<file path="src/sv/tbr_pkg.sv">
// Shared types and constants for the triangle bounding-box rasterizer.
package tbr_pkg;

  localparam int IN_CW     = 12;  // width of a vertex coordinate field
  localparam int DIM_W     = 11;  // width of image sizes and box bounds
  localparam int PIX_W     = 10;  // width of a reported pixel coordinate
  localparam int SHADE_W   = 8;
  localparam int CFG_IDX_W = 1;

  localparam logic [CFG_IDX_W-1:0] REG_IMAGE_WIDTH  = 1'b0;
  localparam logic [CFG_IDX_W-1:0] REG_IMAGE_HEIGHT = 1'b1;

  localparam logic MODE_LOAD = 1'b0;
  localparam logic MODE_TICK = 1'b1;

  localparam logic [DIM_W-1:0] RESET_DIM = 11'd800;

  typedef struct packed {
    logic                     mode;
    logic signed [IN_CW-1:0]  ax;
    logic signed [IN_CW-1:0]  ay;
    logic signed [IN_CW-1:0]  bx;
    logic signed [IN_CW-1:0]  by_coord;
    logic signed [IN_CW-1:0]  cx;
    logic signed [IN_CW-1:0]  cy;
    logic        [SHADE_W-1:0] shade;
  } tbr_in_t;

  typedef struct packed {
    logic [PIX_W-1:0]   pixel_x;
    logic [PIX_W-1:0]   pixel_y;
    logic               covered;
    logic [SHADE_W-1:0] pixel_shade;
    logic               done_res;
  } tbr_out_t;

endpackage

</file>
<file path="src/sv/tbr_mul.sv">
// Shared signed multiplier with a registered product.
module tbr_mul #(
  parameter int OW = 13
) (
  input  logic                   clk,
  input  logic signed [OW-1:0]   op_a,
  input  logic signed [OW-1:0]   op_b,
  output logic signed [2*OW-1:0] prod
);

  always_ff @(posedge clk) begin
    prod <= op_a * op_b;
  end

endmodule

</file>
<file path="src/sv/triangle_bbox_rasterizer.sv">
// Top level of the triangle bounding-box rasterizer.
// A load transaction keeps in_ready low through S_AREA0, S_AREA1 and S_AREA2 while the
// shared multiplier forms the two products of the doubled area.
// A tick with a triangle loaded steps through the multiplier states S_MUL0 to S_MUL3 and
// then S_EVAL, which sums and tests signs; its result is registered from S_EVAL.
// A tick with no triangle loaded returns its result in the next cycle. rst_n is synchronous
// and active low; it clears the sequencer, output register and loaded flag, sizes to 800.
module triangle_bbox_rasterizer
  import tbr_pkg::*;
#(
  parameter int MAX_IMAGE_SIZE = 1024,
  parameter int COORD_BITS     = 12
) (
  input  logic                 clk,
  input  logic                 rst_n,
  input  logic                 in_valid,
  output logic                 in_ready,
  input  tbr_in_t              in_data,
  output logic                 out_valid,
  input  logic                 out_ready,
  output tbr_out_t             out_data,
  input  logic                 cfg_we,
  input  logic [CFG_IDX_W-1:0] cfg_index,
  input  logic [DIM_W-1:0]     cfg_wdata
);

  localparam int OW  = ((COORD_BITS > IN_CW) ? COORD_BITS : IN_CW) + 1;
  localparam int PW  = 2 * OW;
  localparam int AW  = PW + 3;
  localparam int SHL = (COORD_BITS < IN_CW) ? IN_CW - COORD_BITS : 0;
  localparam logic [DIM_W+1:0] MAX_DIM = (DIM_W + 2)'(MAX_IMAGE_SIZE);

  typedef enum logic [8:0] {
    S_IDLE  = 9'b000000001,
    S_AREA0 = 9'b000000010,
    S_AREA1 = 9'b000000100,
    S_AREA2 = 9'b000001000,
    S_MUL0  = 9'b000010000,
    S_MUL1  = 9'b000100000,
    S_MUL2  = 9'b001000000,
    S_MUL3  = 9'b010000000,
    S_EVAL  = 9'b100000000
  } state_t;

  function automatic logic signed [OW-1:0] sx(input logic [IN_CW-1:0] raw);
    logic signed [IN_CW-1:0] t;
    t = signed'(raw << SHL);
    t = t >>> SHL;
    if (COORD_BITS <= IN_CW) begin
      sx = OW'(t);
    end else begin
      sx = signed'(OW'(raw));
    end
  endfunction

  function automatic logic [DIM_W-1:0] clampd(input logic signed [OW-1:0] v,
                                              input logic [DIM_W-1:0] hi);
    if (v < 0) begin
      clampd = '0;
    end else if (v > signed'(OW'(hi))) begin
      clampd = hi;
    end else begin
      clampd = DIM_W'(v);
    end
  endfunction

  function automatic logic signed [OW-1:0] min3(input logic signed [OW-1:0] a,
                                               input logic signed [OW-1:0] b,
                                               input logic signed [OW-1:0] c);
    logic signed [OW-1:0] m;
    m = (a < b) ? a : b;
    min3 = (m < c) ? m : c;
  endfunction

  function automatic logic signed [OW-1:0] max3(input logic signed [OW-1:0] a,
                                               input logic signed [OW-1:0] b,
                                               input logic signed [OW-1:0] c);
    logic signed [OW-1:0] m;
    m = (a > b) ? a : b;
    max3 = (m > c) ? m : c;
  endfunction

  state_t state_r, state_nxt;

  logic [DIM_W-1:0] img_w_r, img_h_r;
  logic [DIM_W-1:0] cfg_val;

  logic signed [OW-1:0] ax_r, ay_r, abx_r, aby_r, acx_r, acy_r, pax_r, pay_r;
  logic [DIM_W-1:0]     min_x_r, min_y_r, max_x_r, max_y_r, scan_x_r, scan_y_r;
  logic signed [AW-1:0] area_r, u_r, v_r;
  logic [SHADE_W-1:0]   shade_r;
  logic                 active_r;
  logic                 out_valid_r;
  tbr_out_t             out_data_r;

  logic                 in_fire;
  logic signed [OW-1:0] vax, vay, vbx, vby, vcx, vcy;
  logic [DIM_W-1:0]     wmax, hmax;

  logic signed [OW-1:0] mul_a, mul_b;
  logic signed [PW-1:0] prod;
  logic signed [AW-1:0] prod_x, w_val;
  logic                 area_pos, covered, last_px;

  assign in_ready  = (state_r == S_IDLE) && (!out_valid_r || out_ready);
  assign in_fire   = in_valid && in_ready;
  assign out_valid = out_valid_r;
  assign out_data  = out_data_r;

  // Configuration: a zero size counts as one, an oversize one as the maximum.
  always_comb begin
    if (cfg_wdata == '0) begin
      cfg_val = DIM_W'(1);
    end else if ({2'b00, cfg_wdata} > MAX_DIM) begin
      cfg_val = DIM_W'(MAX_IMAGE_SIZE);
    end else begin
      cfg_val = cfg_wdata;
    end
  end

  always_ff @(posedge clk) begin
    if (!rst_n) begin
      img_w_r <= RESET_DIM;
      img_h_r <= RESET_DIM;
    end else if (cfg_we) begin
      case (cfg_index)
        REG_IMAGE_WIDTH:  img_w_r <= cfg_val;
        REG_IMAGE_HEIGHT: img_h_r <= cfg_val;
        default: ;
      endcase
    end
  end

  assign vax  = sx(in_data.ax);
  assign vay  = sx(in_data.ay);
  assign vbx  = sx(in_data.bx);
  assign vby  = sx(in_data.by_coord);
  assign vcx  = sx(in_data.cx);
  assign vcy  = sx(in_data.cy);
  assign wmax = img_w_r - DIM_W'(1);
  assign hmax = img_h_r - DIM_W'(1);

  // Operand selection for the shared multiplier.
  always_comb begin
    case (state_r)
      S_AREA0: begin mul_a = abx_r; mul_b = acy_r; end
      S_AREA1: begin mul_a = acx_r; mul_b = aby_r; end
      S_MUL0:  begin mul_a = acx_r; mul_b = pay_r; end
      S_MUL1:  begin mul_a = pax_r; mul_b = acy_r; end
      S_MUL2:  begin mul_a = pax_r; mul_b = aby_r; end
      S_MUL3:  begin mul_a = abx_r; mul_b = pay_r; end
      default: begin mul_a = '0;    mul_b = '0;    end
    endcase
  end

  tbr_mul #(.OW(OW)) u_mul (
    .clk  (clk),
    .op_a (mul_a),
    .op_b (mul_b),
    .prod (prod)
  );

  assign prod_x = {{(AW - PW){prod[PW-1]}}, prod};

  // The multiplier registers each product, so u and v are assembled in the state
  // after the one that sets its operands, and finished in S_EVAL.
  assign w_val    = area_r - u_r - (v_r - prod_x);
  assign area_pos = !area_r[AW-1];
  always_comb begin
    if (area_r == '0) begin
      covered = 1'b0;
    end else if (area_pos) begin
      covered = !u_r[AW-1] && !(v_r - prod_x < 0) && !w_val[AW-1];
    end else begin
      covered = (u_r <= 0) && (v_r - prod_x <= 0) && (w_val <= 0);
    end
  end
  assign last_px = (scan_x_r == max_x_r) && (scan_y_r == max_y_r);

  always_comb begin
    state_nxt = state_r;
    case (state_r)
      S_IDLE: begin
        if (in_fire) begin
          if (in_data.mode == MODE_LOAD) begin
            state_nxt = S_AREA0;
          end else if (active_r) begin
            state_nxt = S_MUL0;
          end
        end
      end
      S_AREA0: state_nxt = S_AREA1;
      S_AREA1: state_nxt = S_AREA2;
      S_AREA2: state_nxt = S_IDLE;
      S_MUL0:  state_nxt = S_MUL1;
      S_MUL1:  state_nxt = S_MUL2;
      S_MUL2:  state_nxt = S_MUL3;
      S_MUL3:  state_nxt = S_EVAL;
      S_EVAL:  state_nxt = S_IDLE;
      default: state_nxt = S_IDLE;
    endcase
  end

  always_ff @(posedge clk) begin
    if (!rst_n) begin
      state_r <= S_IDLE;
    end else begin
      state_r <= state_nxt;
    end
  end

  // Triangle setup, scan position and edge accumulation.
  always_ff @(posedge clk) begin
    if (in_fire && (state_r == S_IDLE)) begin
      if (in_data.mode == MODE_LOAD) begin
        ax_r     <= vax;
        ay_r     <= vay;
        abx_r    <= vbx - vax;
        aby_r    <= vby - vay;
        acx_r    <= vcx - vax;
        acy_r    <= vcy - vay;
        min_x_r  <= clampd(min3(vax, vbx, vcx), wmax);
        min_y_r  <= clampd(min3(vay, vby, vcy), hmax);
        max_x_r  <= clampd(max3(vax, vbx, vcx), wmax);
        max_y_r  <= clampd(max3(vay, vby, vcy), hmax);
        scan_x_r <= clampd(min3(vax, vbx, vcx), wmax);
        scan_y_r <= clampd(min3(vay, vby, vcy), hmax);
        shade_r  <= in_data.shade;
      end else begin
        pax_r <= ax_r - signed'(OW'(scan_x_r));
        pay_r <= ay_r - signed'(OW'(scan_y_r));
      end
    end
    case (state_r)
      S_AREA1: area_r <= prod_x;
      S_AREA2: area_r <= area_r - prod_x;
      S_MUL1:  u_r    <= prod_x;
      S_MUL2:  u_r    <= u_r - prod_x;
      S_MUL3:  v_r    <= prod_x;
      S_EVAL: begin
        if (!last_px) begin
          if (scan_y_r < max_y_r) begin
            scan_y_r <= scan_y_r + DIM_W'(1);
          end else begin
            scan_y_r <= min_y_r;
            scan_x_r <= scan_x_r + DIM_W'(1);
          end
        end
      end
      default: ;
    endcase
  end

  always_ff @(posedge clk) begin
    if (!rst_n) begin
      active_r <= 1'b0;
    end else if (in_fire && (in_data.mode == MODE_LOAD)) begin
      active_r <= 1'b1;
    end else if ((state_r == S_EVAL) && last_px) begin
      active_r <= 1'b0;
    end
  end

  // Output register: an idle tick is answered from S_IDLE, a scanned pixel from S_EVAL.
  always_ff @(posedge clk) begin
    if (!rst_n) begin
      out_valid_r <= 1'b0;
    end else if (in_fire && (in_data.mode == MODE_TICK) && !active_r) begin
      out_valid_r <= 1'b1;
    end else if (state_r == S_EVAL) begin
      out_valid_r <= 1'b1;
    end else if (out_ready) begin
      out_valid_r <= 1'b0;
    end
  end

  always_ff @(posedge clk) begin
    if (in_fire && (in_data.mode == MODE_TICK) && !active_r) begin
      out_data_r <= '{pixel_x: '0, pixel_y: '0, covered: 1'b0,
                      pixel_shade: '0, done_res: 1'b1};
    end else if (state_r == S_EVAL) begin
      out_data_r <= '{pixel_x: scan_x_r[PIX_W-1:0], pixel_y: scan_y_r[PIX_W-1:0],
                      covered: covered, pixel_shade: shade_r, done_res: last_px};
    end
  end

endmodule

</file>
<file path="config.mk">
export PLATFORM = sky130hd
export DESIGN_NAME = triangle_bbox_rasterizer
export DESIGN_NICKNAME = d
export VERILOG_FILES = /design/src/sv/tbr_pkg.sv /design/src/sv/tbr_mul.sv /design/src/sv/triangle_bbox_rasterizer.sv
export SDC_FILE = /design/constraint.sdc
export NUM_CORES = 2
export LEC_CHECK = 0
export ABC_AREA = 0
export BUFFER_PORTS_ARGS = -buffer_cell sky130_fd_sc_hd__buf_2
export CAP_MARGIN = 20
export CORE_MARGIN = 2
export CORE_UTILIZATION = 58
export DETAILED_ROUTE_END_ITERATION = 7
export GPL_ROUTABILITY_DRIVEN = 0
export PLACE_DENSITY = 0.78
export SLEW_MARGIN = 20
export SYNTH_ARGS = -nofsm -noshare
export SYNTH_HDL_FRONTEND = slang
export SYNTH_SLANG_ARGS = --single-unit
</file>
<file path="constraint.sdc">
create_clock -name clk -period 8.7 [get_ports clk]
set_input_delay 1.74 -clock clk [delete_from_list [all_inputs] [get_ports clk]]
set_output_delay 1.74 -clock clk [all_outputs]
set_load 0.02 [all_outputs]
</file>
======== After elaboration in Yosys (flattened, before gate mapping) ========
Cells that the tools add are included.
storage, ports and cells
  flip-flop bits (word level) ............. 338
  latch bits .............................. 0
  memory bits (writable) .................. 0
  bits in read-only memories .............. 0
  bits of input ports ..................... 98
  output and inout bits ................... 32
  word-level logic and storage cells ...... 158
  memories kept ........................... 0
cells by class
  add/subtract/negate cells ............... 16
  $mul .................................... 1
  divide/modulo/power cells ............... 0
  $lt $le $gt $ge ......................... 22
  equality and inequality tests ........... 13
  shifts and indexed selects .............. 0
  multiplexer cells ....................... 41
  bitwise logic cells ..................... 2
  reduce and logical (&&, ||, !) cells .... 35
operators with widths
  operator                                                                            count
  11-bit 2-to-1 mux                                                                   18
  29-bit case mux with 2 select lines                                                 2
  13-bit 2-to-1 mux                                                                   8
  13-bit by 12-bit > comparator with 1-bit output                                     6
  13-bit case mux with 3 select lines                                                 2
  12-bit by 12-bit subtractor with 13-bit output                                      6
  9-bit case mux with 7 select lines                                                  1
  29-bit by 1-bit less-or-equal comparator with 1-bit output (second input constant)  2
  29-bit by 26-bit subtractor with 29-bit output                                      2
  26-bit by 26-bit subtractor with 27-bit output                                      2
  13-bit by 1-bit < comparator with 1-bit output (second input constant)              4
  29-bit logical NOT                                                                  1
  29-bit by 27-bit subtractor with 29-bit output                                      1
  29-bit subtractor                                                                   1
  27-bit by 1-bit less-or-equal comparator with 1-bit output (second input constant)  1
  27-bit by 1-bit < comparator with 1-bit output (second input constant)              1
  9-bit 2-to-1 mux                                                                    3
  13-bit by 12-bit < comparator with 1-bit output                                     2
  13-bit by 13-bit multiplier with 26-bit output                                      1
  12-bit > comparator                                                                 2
  12-bit < comparator                                                                 2
  11-bit by 1-bit adder with 11-bit output (second input constant)                    2
  11-bit equality test                                                                2
  11-bit by 1-bit subtractor with 11-bit output (second input constant)               2
  23 further kinds                                                                    56

======== Depth between registers and ports, before layout ========
  depth after elaboration ................. 12
  depth in mapped cells ................... 35
  gate-level depth less buffers ........... 32

======== By module ========
A second synthesis with hierarchy kept.
unflattened totals
  cell total of the unflattened synthesis .. 3696
  area, all modules ....................... 33599.7 µm²
by module, submodules not included
  module                    times used  cells each  area each (µm²)
  triangle_bbox_rasterizer  1           2947        26539.2
  tbr_mul                   1           749         7060.5

======== Worst setup path before layout ========
Ideal clock, no wire load.
  path type ............................... register -> register
  from .................................... reg state_r[4]
  to ...................................... reg u_mul.prod[25]
  arrival time ............................ 8.428 ns
  required time ........................... 8.614 ns
  path slack .............................. 0.186 ns
  cell stages (with the launch flop) ...... 30
  clock period less this slack ............ 8.514 ns
  cell sequence ........................... dfxtp_1 -> clkbuf_1 -> nor4_1 -> nand2_1 -> or2_2 -> a21oi_1 -> clkbuf_1 -> a22oi_1 -> nand2_1 -> buf_2 -> nand2_1 -> fa_1 -> inv_1 -> fa_1 -> fa_1 -> inv_1 -> fa_1 -> inv_1 -> fa_1 -> inv_1 -> fa_1 -> inv_1 -> ha_1 -> o41ai_2 -> o311a_1 -> a211oi_1 -> a41o_1 -> or4_1 -> and3_1 -> a211oi_1
on the way
  longest elaborated chain between the ends .. 4
  elaborated cells on any way between the ends .. 15
  classes of those cells .................. 1 x mul; 6 x eq/ne; 2 x mux; 6 x reduce/logical
RTL lines
  item                                                                          line                             text
  from (decl)                                                                   triangle_bbox_rasterizer.sv:83   state_t state_r, state_nxt;
  from (signal assigned)                                                        triangle_bbox_rasterizer.sv:208  state_r <= state_nxt;
  9-bit by 8-bit equality test with 1-bit output, or another cell as far along  triangle_bbox_rasterizer.sv:145  case (state_r)
  2-bit OR reduction (no source line)                                           --
  13-bit case mux with 3 select lines                                           triangle_bbox_rasterizer.sv:145
  13-bit by 13-bit multiplier with 26-bit output *                              tbr_mul.sv:12                    prod <= op_a * op_b;
  to (signal assigned)                                                          tbr_mul.sv:12
  to (decl)                                                                     tbr_mul.sv:8                     output logic signed [2*OW-1:0] prod
Every way passes the cells marked *; elsewhere a longest branch is shown, timed or not.
A chain may end at the register's enable or synchronous reset.

======== Final worst setup path ========
  from .................................... reg state_r[1]
  to ...................................... reg u_mul.prod[25]
The elaborated chain is that of the path after synthesis.

==> flow_metrics.env <==
export IMPL_worst_setup_path_type="reg2reg"
export IMPL_min_to="out_data[8]"
export IMPL_rr_endpoint="u_mul.prod[25]"
export IMPL_ys_warn_count=0
export IMPL_port_buffers=129
export IMPL_drtIter0Drc=2037
export IMPL_finalCritPeriodShare_pct=93.6
export IMPL_cts_sinks=338
export IMPL_final_area_um2=36400
export IMPL_ys_ff_latch=338
export IMPL_synth_edf_count=227
export IMPL_clkPwrFrac_pct=32.1
export IMPL_core_area_um2=57400
export IMPL_hold_violations=0
export IMPL_netlist_instances=3761
export IMPL_post_dp_hpwl_um=73000
export IMPL_ys_async_sr_fraction_pct=0
export IMPL_grt_antenna_before_repair=2
export IMPL_grt_ovfl_total=0
export IMPL_syn_area_um2=33500
export IMPL_hold_depth=2
export IMPL_maxSlewHeadroom_pct=39.6
export IMPL_report_final_slew_viol_count=0
export IMPL_hold_buffers=0
export IMPL_placed_cell_area_um2=34900
export IMPL_p_comb_share_pct=30.5
export IMPL_ir_drop_uv=188
export IMPL_switchingPower_mw=1.91
export IMPL_end_kind="register"
export IMPL_first_pass_iters=5
export IMPL_power_leakage_nw=16.1
export IMPL_reg2reg_slack_ns=0.55
export IMPL_status="complete, no violations"
export IMPL_cp_max_fo=14
export IMPL_clockBufferDepth=3
export IMPL_insertion_delay_ns=0.58
export IMPL_p_int_mw=3.67
export IMPL_worstMarginPinSlew_ns=0.899
export IMPL_cp_top_family="adder cells"
export IMPL_final_nets=4541
export IMPL_grt_usage_pct=30.2
export IMPL_grt_pass1_wl_um=144000
export IMPL_ys_types=90
export IMPL_maxCapViolCount=0
export IMPL_cts_resized_gates=0
export IMPL_grt_max_degree=68
export IMPL_yosys_most_used_dff="edfxtp_1"
export IMPL_fin_skew_ns=0.0256
export IMPL_grt_pass1_vias=27950
export IMPL_sequentialPowerShare_pct=37.4
export IMPL_crit_arrival_ns=8.63
export IMPL_antenna_left=0
export IMPL_initial_core_util_pct=58.3
export IMPL_wirelength_um=90800
export IMPL_cp_start_kind="register"
export IMPL_power_share_switching_pct=34.2
export IMPL_r2r_start="state_r[1]"
export IMPL_synth_area_per_cell_um2=8.90
export IMPL_cts_root_buf="clkbuf_16"
export IMPL_syn_to_final_growth_pct=8.66
export IMPL_die_area_um2=59600
export IMPL_syn_num_nets=4439
export IMPL_rows=88
export IMPL_setup_viol_count_final=0
export IMPL_h_tree_depth=2
export IMPL_routed_via_density=6.05
export IMPL_fp_dieH_um=244
export IMPL_cpMaxStageDelayCell="or4b_2"
export IMPL_postCtsSetupBuffers=0
export IMPL_max_stage_delay_ns=0.72
export IMPL_crit_required_ns=9.18
export IMPL_yosysTopAreaCell="edfxtp_1"
export IMPL_yosys_top_cells_area="edfxtp_1, fa_1, ha_1"
export IMPL_rsz0062_at_grt="false"
export IMPL_drive_above_1_share_pct=8.19
export IMPL_fin_setup_tns_ns=0
export IMPL_cts_tree="yes"
export IMPL_fp_dieW_um=244
export IMPL_num_io_pins=130
export IMPL_drc_errors=0
export IMPL_rr_worst_depth=29
export IMPL_power_density_nw_per_um2=153
export IMPL_vias=28193
export IMPL_wl_per_cell_um=19.5
export IMPL_hp_class="reg2reg"
export IMPL_post_route_min_period_ns=8.15
export IMPL_crit_buf_inv=3
export IMPL_max_clock_freq_mhz=123
export IMPL_cts_clk_slew_worst_paths_ns=0.06
export IMPL_hold_start="out_data[8]"
export IMPL_seq_area_frac_synth_pct=27.0
export IMPL_numCtsBuffers=39
export IMPL_synth_top_area_share_pct=20.4
[synth_stat cells, types with 33 or more instances]
| library cell | instances |
|---|---|
| inv_1 | 476 |
| nand2_1 | 465 |
| mux2i_1 | 40 |
| a21oi_1 | 198 |
| fa_1 | 227 |
| o21ai_1 | 36 |
| nand3_1 | 61 |
| o21a_1 | 38 |
| nand2b_1 | 55 |
| a21o_1 | 67 |
| dfxtp_1 | 111 |
| ha_1 | 353 |
| nor3_1 | 65 |
| nor4_1 | 33 |
| mux2_2 | 49 |
| xnor2_1 | 99 |
| xor2_1 | 66 |
| edfxtp_1 | 227 |
| o21ai_0 | 206 |
| nor2_1 | 261 |
| nor2b_1 | 55 |
| nand4_1 | 40 |
| clkbuf_1 | 86 |
[cell families after synthesis]
| logic type | Yosys count | share of synthesized area (%) |
|---|---|---|
| AND/OR/NAND/NOR | 1166 | 16.2 |
| flip-flops | 338 | 27.0 |
| AO/OA/AOI/OAI | 825 | 15.7 |
| adder cells (fa/ha/maj) | 580 | 26.8 |
| buffers and inverters | 581 | 6.58 |
| multiplexers | 106 | 3.42 |
| XOR/XNOR | 165 | 4.32 |
[how the worst max path moves through the flow]
stage / cells past startpoint / endpoint / slack (ns) / start
global placement: 32 / scan_x_r[0] / 0.37 / in_data[69]
detailed placement: 32 / scan_x_r[0] / 0.26 / in_data[69]
finish: 29 / u_mul.prod[25] / 0.55 / state_r[1]
CTS: 29 / u_mul.prod[25] / 0.36 / state_r[2]
global route: 33 / scan_x_r[0] / 0.09 / in_data[69]
floorplan: 29 / u_mul.prod[25] / 0.19 / state_r[4]
[layout make-up]
| cell class | count | area (µm²) |
|---|---|---|
| inverter | 478 | 1800 |
| sequential | 338 | 9040 |
| clock buffer | 49 | 1150 |
| timing repair buffer | 164 | 908 |
| multi-input combinational | 2842 | 22300 |
| clock inverter | 22 | 251 |
| antenna | 1 | 2.50 |
| fill | 4747 | 21000 |
| tap | 765 | 957 |
[registers in the layout (all words and copies together) (netlist names), 12 cells and up]
name,count
u_r,29
ay_r,12
v_r,26
pax_r,13
area_r,29
out_data,30
ax_r,12
pay_r,13
aby_r,13
acy_r,13
u_mul.prod,26
abx_r,13
acx_r,13
[worst reg2reg max path: cells and delay by family, from the launching register on]
kind	cells	cell delay [ns]
AO/OA/AOI/OAI	8	1.77
adder cells (fa/ha/maj)	8	2.93
buffers and inverters	3	0.14
flip-flops	1	0.37
AND/OR/NAND/NOR	10	2.87
[power by group through the flow]
stage          logic (mW)  clock network [mW]  registers [mW]
5_1_grt              1.88                1.86            2.10
3_3_place_gp         1.61                   0            2.11
2_1_floorplan        1.24                   0            2.03
6_report             1.70                1.79            2.09
4_1_cts              1.67                1.81            2.08
3_5_place_dp         1.65                   0            2.12
[through the flow]
stage | hold WS, ns | power [mW] | util (%) | setup WS, ns | cells
2_1_floorplan | 0.455 | 3.27 | - | 0.186 | 3761
3_3_place_gp | 0.439 | 3.72 | 60.9 | 0.375 | 4586
3_5_place_dp | 0.445 | 3.77 | 60.9 | 0.264 | 4586
4_1_cts | 0.454 | 5.56 | 63.4 | 0.359 | 4657
5_1_grt | 0.475 | 5.84 | 63.4 | 0.0922 | 4658
6_report | 0.455 | 5.58 | 63.4 | 0.554 | 4659
[cell usage in the layout, fill, tap and decap left out, types with 111 or more instances in the layout]
master | netlist | routed
a21oi_1 | 198 | 197
buf_2 | 14 | 129
dfxtp_1 | 111 | 111
edfxtp_1 | 227 | 227
fa_1 | 227 | 227
ha_1 | 353 | 353
inv_1 | 476 | 476
nand2_1 | 465 | 464
nor2_1 | 261 | 261
o21ai_0 | 206 | 206
[per-layer routing]
| layer | global-route usage, % | part of all wire (%) | vias up |
|---|---|---|---|
| met2 | 52.5 | 48 | 1166 |
| met3 | 3.78 | 6.8 | 331 |
| met5 | 0 | 0.017 | - |
| met1 | 36.5 | 39 | 13446 |
| met4 | 16.5 | 6.0 | 2 |
| li1 | - | - | 13248 |
Note: power is estimated with default switching activity, not from simulation.
